[src/hw/rtl/cnms_ram.sv]
// ----------------------------------------------------------------------------
// cnms_ram: generic simple dual-port RAM
// One write port, one read port with registered read data.
// ----------------------------------------------------------------------------
`timescale 1ns / 1ps
`default_nettype none
module cnms_ram #(
  parameter int unsigned WIDTH = 8,
  parameter int unsigned DEPTH = 64,
  localparam int unsigned AW = (DEPTH > 1) ? $clog2(DEPTH) : 1
) (
  input  wire logic             clk,
  input  wire logic             we,
  input  wire logic [AW-1:0]    waddr,
  input  wire logic [WIDTH-1:0] wdata,
  input  wire logic             re,
  input  wire logic [AW-1:0]    raddr,
  output logic      [WIDTH-1:0] rdata
);
  logic [WIDTH-1:0] mem [DEPTH];

  always_ff @(posedge clk) begin
    if (we) begin
      mem[waddr] <= wdata;
    end
    if (re) begin
      rdata <= mem[raddr];
    end
  end
endmodule
`default_nettype wire

[config.mk]
export PLATFORM = sky130hd
export DESIGN_NAME = cnms_ram
export DESIGN_NICKNAME = d
export VERILOG_FILES = /design/src/hw/rtl/cnms_ram.sv
export SDC_FILE = /design/constraint.sdc
export NUM_CORES = 1
export LEC_CHECK = 0
export ABC_AREA = 1
export BUFFER_PORTS_ARGS = -buffer_cell sky130_fd_sc_hd__buf_2
export CORE_ASPECT_RATIO = 0.7
export CORE_MARGIN = 1
export CORE_UTILIZATION = 60
export DETAILED_ROUTE_END_ITERATION = 10
export GPL_TIMING_DRIVEN = 1
export PLACE_DENSITY_LB_ADDON = 0.05
export SETUP_SLACK_MARGIN = 0.5
export SLEW_MARGIN = 20
export SYNTH_ARGS = -nofsm -noshare
export SYNTH_HDL_FRONTEND = slang
export SYNTH_SLANG_ARGS = --single-unit
[constraint.sdc]
create_clock -name clk -period 2.79 [get_ports clk]
set_input_delay 0.4185 -clock clk [delete_from_list [all_inputs] [get_ports clk]]
set_output_delay 0.4185 -clock clk [all_outputs]
set_load 0.005 [all_outputs]
==> impl_results.md, run 1 <==
- Status: completed
- Via count: 13,876
- Final Cell Area: 0.0238 mm^2
- Worst slew pin tran: 0.891 ns
- Starting Density: 61.3%
- Remaining global-route overflow: 0
- Initial drt markers: roughly 1,700
- Total CTS buffers: 48
- Core Region: 0.0349 mm^2
- Row count: 57
- Mean Syn Cell Area: between 10 and 15 um^2
- Hold Path Class: in -> reg
- Post-CTS Setup Bufs: 0
- Initial antenna violation count: 2
- Post-synthesis simple-gate area fraction: 23.1%
- Final Cycle Share: 63.3%
- Final count of pins violating max slew: 0
- Drt pass-1 iters: 6
- Yosys reg bits: 520
- Crit Path Class: in -> reg
- Synth area leaders: edfxtp_1 73%, nand2_1 11%, nand3_1 10%
- Synth Area in Compound Gates: 0%
- Final hold slack: around 0.078 ns
- Antenna-violating nets left: 0
- CP cell instances: buf_6 -> inv_6 -> buf_12 -> nand2_1 -> nand3_1 -> nand3_1 -> nand2_1 -> nand2_1 -> nand3_1 -> nand3_1 -> nand2_1
- Top_reg_cell synth: edfxtp_1
- Mapped Area: between 0.02 and 0.025 mm^2
- Main combinational cell family by area after synthesis: simple AND/OR/NAND/NOR gates
- RSZ-0062 raised after global routing: no
- Commonest cells in the netlist: 648 x nand2_1, 520 x edfxtp_1, 439 x nand3_1
- EDFF count, synth: 520
- Setup violations, final: 0
- Clock Skews: 0.0167 ns
- Area Growth Syn to Fin: 11.0%
- Critical Path Source Type: input pin
- Unique cell type count in the Yosys netlist: 15
- Yosys warning count: 0
- Global-route wire length before repair: 79.8 mm
- Clk buf depth: 3
- RePlAce Congestion: 0.906
- Final wirelength: between 50 and 60 mm
- Routed len/inst: between 20 and 25 um
- Max incr delay on CP: around 0.37 ns
- Worst Path Arrival: approximately 2.2 ns
- Clock Tree Root: clkbuf_16
- Synth Area in XOR/XNOR: 0%
- Post-Layout Cell Count: between 2,000 and 2,500
- Placed cells: 2,299
- Crit path max-delay cell type: inv_6
- Post-Synth Adder-Cell Area: 0%
- Setup TNS: 0 ns
- Vias in the first global route: 12,908
- Crit path time final: 1.77 ns
- Net count after synthesis: 1,828
- Layout Utilization: 68.1%
- Hold depth: 1
- Area share of the largest cell type after synthesis: 72.9%
- Max VDD drop: 497 uV
- Drt drc: 0
- Synth area leader: edfxtp_1
- H-tree levels: 2
- Setup crit end kind: register
- Clock Latency Late Sink: 0.58 ns
- Reg2Reg Depth: 8
- GRT Util Overall: approximately 30%
- Sink Count: 520
- Max Cap Violations: 0
- CP Depth: 11
- Share of layout cells above drive strength 1: 10.4%
- Pleak: 0.00870 uW
- Cells after synthesis: ~1,800
- Largest net degree at the start of global routing: 97
- Fmax: 0.566 GHz
- Cts hold-fix bufs: 0
- Pwr/cell area: 664 mW/mm^2
- Most common cell in the synthesized netlist: nand2_1
- Port bufs: 30
- Crit path max-delay family: simple AND/OR/NAND/NOR gates
- Placed Area: around 0.022 mm^2
- Sequential share of the synthesized area: between 70 and 80%
- Die X: 228 um
- Vias per cell: 5.81
- Reg clk slew, reported paths: 0.07 ns
- HPWL after DPL: 31.3 mm
- DIE HEIGHT: 160 um
- Peak fanout along the critical path: 46
- # IOs: 31
- Final nets: 1,900
- Slew margin rel.: 40.5%
- CP Data Required Time: 3.23 ns
- Post-cts sizing count: 0
- Crit path buf inv count: 3
- Async SR Flop Fraction: 0%
- CTS tree: yes
- Multiplexer area fraction after synthesis: 0%
- Die area: 0.0365 mm^2
- Fin. Hold Viols: 0
-- final cells by class --
cell class	count	area [um^2]
Sequential cell	520	15600
Fill cell	2533	11200
Multi-Input combinational cell	1160	4950
Clock buffer	59	1260
Timing Repair Buffer	135	1160
Tap cell	472	591
Clock inverter	27	149
Inverter	12	52.6
Antenna cell	2	5.00
-- layer usage --
metal  GRT usage, %  up-vias  routed length [um]
li1               -     6509                   -
met1           45.6     6626               23100
met2           42.9      664               23100
met3           6.55       77                5630
met4           7.13        0                 983
met5              0        -                   0
-- sequential cells by signal, indices dropped and copies added, names as in the netlist --
name / flops
mem: 512
rdata: 8
-- final timing paths --
check | slack (ns) | start | end
worst max-delay path | 1.02 | raddr[0] | rdata[1]
worst min-delay path | 0.08 | wdata[4] | mem[32][4]
worst max register to register | 1.36 | mem[16][0] | rdata[0]
worst min register to register | 0.89 | mem[44][5] | rdata[5]
-- power by group --
group	leakage [uW]	switching [uW]	internal (uW)
clock network	0.000698	2780	3300
registers	0.00469	23.3	8660
logic	0.00332	771	275
total	0.00870	3570	12200
-- stage by stage --
stage	power, uW	setup slack [ns]
floorplan	9450	0.605
global placement	9870	0.482
detailed placement	9880	0.459
CTS	15800	1.05
global route	16200	0.894
finish	15800	1.02
-- kinds of logic after synthesis --
family | after synthesis
buffers and inverters | 125
flip-flops | 520
AND/OR/NAND/NOR | 1160
-- placed cells by master, fill, tap and decap left out --
master	instances
inv_6	3
edfxtp_1	520
inv_4	1
inv_1	9
inv_2	1
nor2_1	56
clkbuf_1	10
diode_2	2
nand3_1	439
buf_2	28
buf_6	1
buf_12	17
clkinv_2	9
nand2_1	648
clkbuf_16	49
nor4_1	8
nand4_1	9
bufinv_16	1
buf_4	89
clkinv_1	15
(Power assumes the default switching activity.)
==> run 2: changes to the inputs <==
Clock period 2.79 ns to 1.8 ns, I/O delays scaled along.
==> run 2 against run 1 <==
Against the previous run: clock-buffer cell count fell by 2; first-iteration DRC count shrank 8.7%; die area did not move; highest routed layer unchanged; final cell count is 0.67% higher; worst hold slack got worse by 0.0070 ns; clock skew shrank 0.00080 ns; sequential share of layout area is 3.7 points lower; largest cell class unchanged; clock power up 61%; utilization grew 4.1 points.
==> impl_results.md, run 2 (synthesis gave the netlist of run 1 again) <==
- Critical Path Source Type: register (was input pin)
- Starting Density: 61.3% (unchanged)
- Commonest cells after routing, fill and taps aside: 590 x nand2_1, 520 x edfxtp_1, 325 x nand3_1 (was 648 x nand2_1, 520 x edfxtp_1, 439 x nand3_1)
- Final Cycle Share: 78.8%
- RePlAce Congestion: 0.865 (was 0.906)
- CP Data Required Time: 1.53 ns (was 3.23 ns)
- RR Endpoint: rdata[7] (was rdata[0])
- Layout Utilization: 72.2% (was 68.1%)
- Vias per cell: 5.94 (was 5.81)
- Core Region: 0.0349 mm^2 (unchanged)
- Setup TNS: 0 ns (unchanged)
- Crit path max-delay family: flip-flops (was simple AND/OR/NAND/NOR gates)
- Peak fanout along the critical path: 1 (was 46)
- Final wirelength: 53.9 mm (was 52.8 mm)
- Final hold slack: 0.0710 ns (was 0.0780 ns)
- Worst slew pin tran: 0.831 ns (was 0.891 ns)
- # IOs: 31 (unchanged)
- Reg clk slew, reported paths: 0.06 ns (was 0.07 ns)
- GRT Util Overall: 30.0% (was 29.5%)
- Area Growth Syn to Fin: 17.7% (was 11.0%)
- Crit path max-delay cell type: edfxtp_1 (was inv_6)
- Post-CTS Setup Bufs: 0 (unchanged)
- Initial antenna violation count: 1 (was 2)
- Pleak: 0.00908 uW (was 0.00870 uW)
- Fin. Hold Viols: 0 (unchanged)
- Total CTS buffers: 47 (was 48)
- Multi-input gate area: 0.00603 mm^2 (was 0.00495 mm^2)
- CP Depth: 1 (was 11)
- Max incr delay on CP: 0.43 ns (was 0.37 ns)
- Power consumption: 25,200 uW (was 15,800 uW)
- Largest Register: mem (unchanged)
- HPWL after DPL: 31.9 mm (was 31.3 mm)
- Clock Tree Root: clkbuf_16 (unchanged)
- Max VDD drop: 910 uV (was 497 uV)
- DP Worst Slack: -0.144 ns (was 0.459 ns)
- Clock Latency Late Sink: 0.56 ns (was 0.58 ns)
- Hold Path Class: in -> reg (unchanged)
- Worst Setup SP: rdata[3] (was raddr[0])
- H-tree levels: 2 (unchanged)
- Vias in the first global route: 13,601 (was 12,908)
- Global-route wire length before repair: 82.2 mm (was 79.8 mm)
- Sequential cell area: 0.0156 mm^2 (unchanged)
- Antenna-violating nets left: 0 (unchanged)
- Max Cap Violations: 0 (unchanged)
- Initial drt markers: 1,560 (was 1,709)
- R2R Path Start: mem[29][7] (was mem[16][0])
- Clk buf depth: 3 (unchanged)
- Largest net degree at the start of global routing: 65 (was 97)
- DIE HEIGHT: 160 um (unchanged)
- Reg2Reg Setup Slack: 0.42 ns (was 1.36 ns)
- Crit path time final: 1.42 ns
- Remaining global-route overflow: 0 (unchanged)
- Crit path buf inv count: 1 (was 3)
- Drt pass-1 iters: 6 (unchanged)
- Crit Path Class: reg -> out (was in -> reg)
- Pwr/cell area: 1000 mW/mm^2 (was 664 mW/mm^2)
- Max FFs per register: 512 (unchanged)
- RSZ-0062 raised after global routing: yes (was no)
- Reg2Reg Depth: 8 (unchanged)
- Port bufs: 30 (unchanged)
- Cts hold-fix bufs: 0 (unchanged)
- Routed len/inst: 22.4 um (was 22.1 um)
- Via count: 14,275 (was 13,876)
- Clock Skews: 0.0159 ns (was 0.0167 ns)
- Final nets: 1,917 (was 1,900)
- Row count: 57 (unchanged)
- Setup crit end kind: primary output (was register)
- Worst Path Arrival: 1.15 ns (was 2.21 ns)
- Die X: 228 um (unchanged)
- Fmax: 0.705 GHz
- Share of layout cells above drive strength 1: 23.0% (was 10.4%)
- Setup violations, final: 0 (unchanged)
- CTS tree: yes (unchanged)
- Largest registers: mem (512), rdata (8) (unchanged)
- CP Capture Point: rdata[3] (was rdata[1])
- Die area: 0.0365 mm^2 (unchanged)
- Slew margin rel.: 44.6% (was 40.5%)
- Fill cell count: 2,400 (was 2,533)
- Status: completed (unchanged)
- Setup ws final: 0.382 ns (was 1.02 ns)
- CP cell instances: buf_2 (was buf_6 -> inv_6 -> buf_12 -> nand2_1 -> nand3_1 -> nand3_1 -> nand2_1 -> nand2_1 -> nand3_1 -> nand3_1 -> nand2_1)
- Final count of pins violating max slew: 0 (unchanged)
- Sink Count: 520 (unchanged)
- Commonest non-fill, non-tap cell in the layout: nand2_1 (unchanged)
- Drt drc: 0 (unchanged)
-- run 2: changes by cell type in the layout (fill, tap and decap cells not counted), moves of 4 or more --
| cell | delta |
|---|---|
| nand3_1 | -114 |
| nor4_2 | +6 |
| nand3_4 | +5 |
| nor2_2 | +13 |
| nand2_2 | +56 |
| nor2_1 | -42 |
| buf_4 | +6 |
| bufinv_16 | +4 |
| nor4_1 | -8 |
| nand2_1 | -58 |
| nand3_2 | +109 |
| buf_12 | +11 |
| nor2_4 | +29 |
-- run 2: routing by layer --
| metal | up-vias | routed length (um) | GRT usage (%) |
|---|---|---|---|
| met5 | - | 0 | 0 |
| met4 | 0 | 1190 | 8.23 |
| met3 | 85 | 4810 | 5.75 |
| met2 | 650 | 23800 | 43.9 |
| met1 | 6989 | 24100 | 46.4 |
| li1 | 6551 | - | - |
-- run 2: metrics by stage --
| stage | instances | instance area (um^2) |
|---|---|---|
| floorplan | 1805 | 21900 |
| global placement | 2317 | 23000 |
| detailed placement | 2317 | 23000 |
| CTS | 2402 | 24700 |
| global route | 2403 | 25200 |
| finish | 2403 | 25200 |
-- run 2: how the worst min path moves through the flow --
stage / from / endpoint / slack, ns / cells past startpoint
global placement: re / rdata[2] / 0.65 / 1
detailed placement: re / rdata[7] / 0.65 / 1
finish: re / rdata[7] / 0.07 / 1
global route: re / rdata[7] / 0.07 / 1
CTS: re / rdata[7] / 0.06 / 1
floorplan: wdata[0] / mem[0][0] / 0.37 / 0
-- run 2: power by group --
part           total [uW]  internal [uW]  switching [uW]
Sequential          13500          13400            26.5
Combinational        1970            604            1370
Clock                9790           5520            4270
Total               25200          19500            5670
-- run 2: final cells by class --
class	instances	share of cell area (%)
inverters	12	0.293
clock buffers	57	4.81
well taps	472	2.34
clock inverters	28	1.04
multi-input cells	1160	23.9
diodes	1	0.00992
flip-flops and latches	520	61.9
repair buffers	153	5.70
-- run 2: timing repair --
item | 4_1_cts | 5_1_grt
pin swaps | 20 | 77
setup endpoints to repair | 48 | 80
resized for setup | 65 | 124
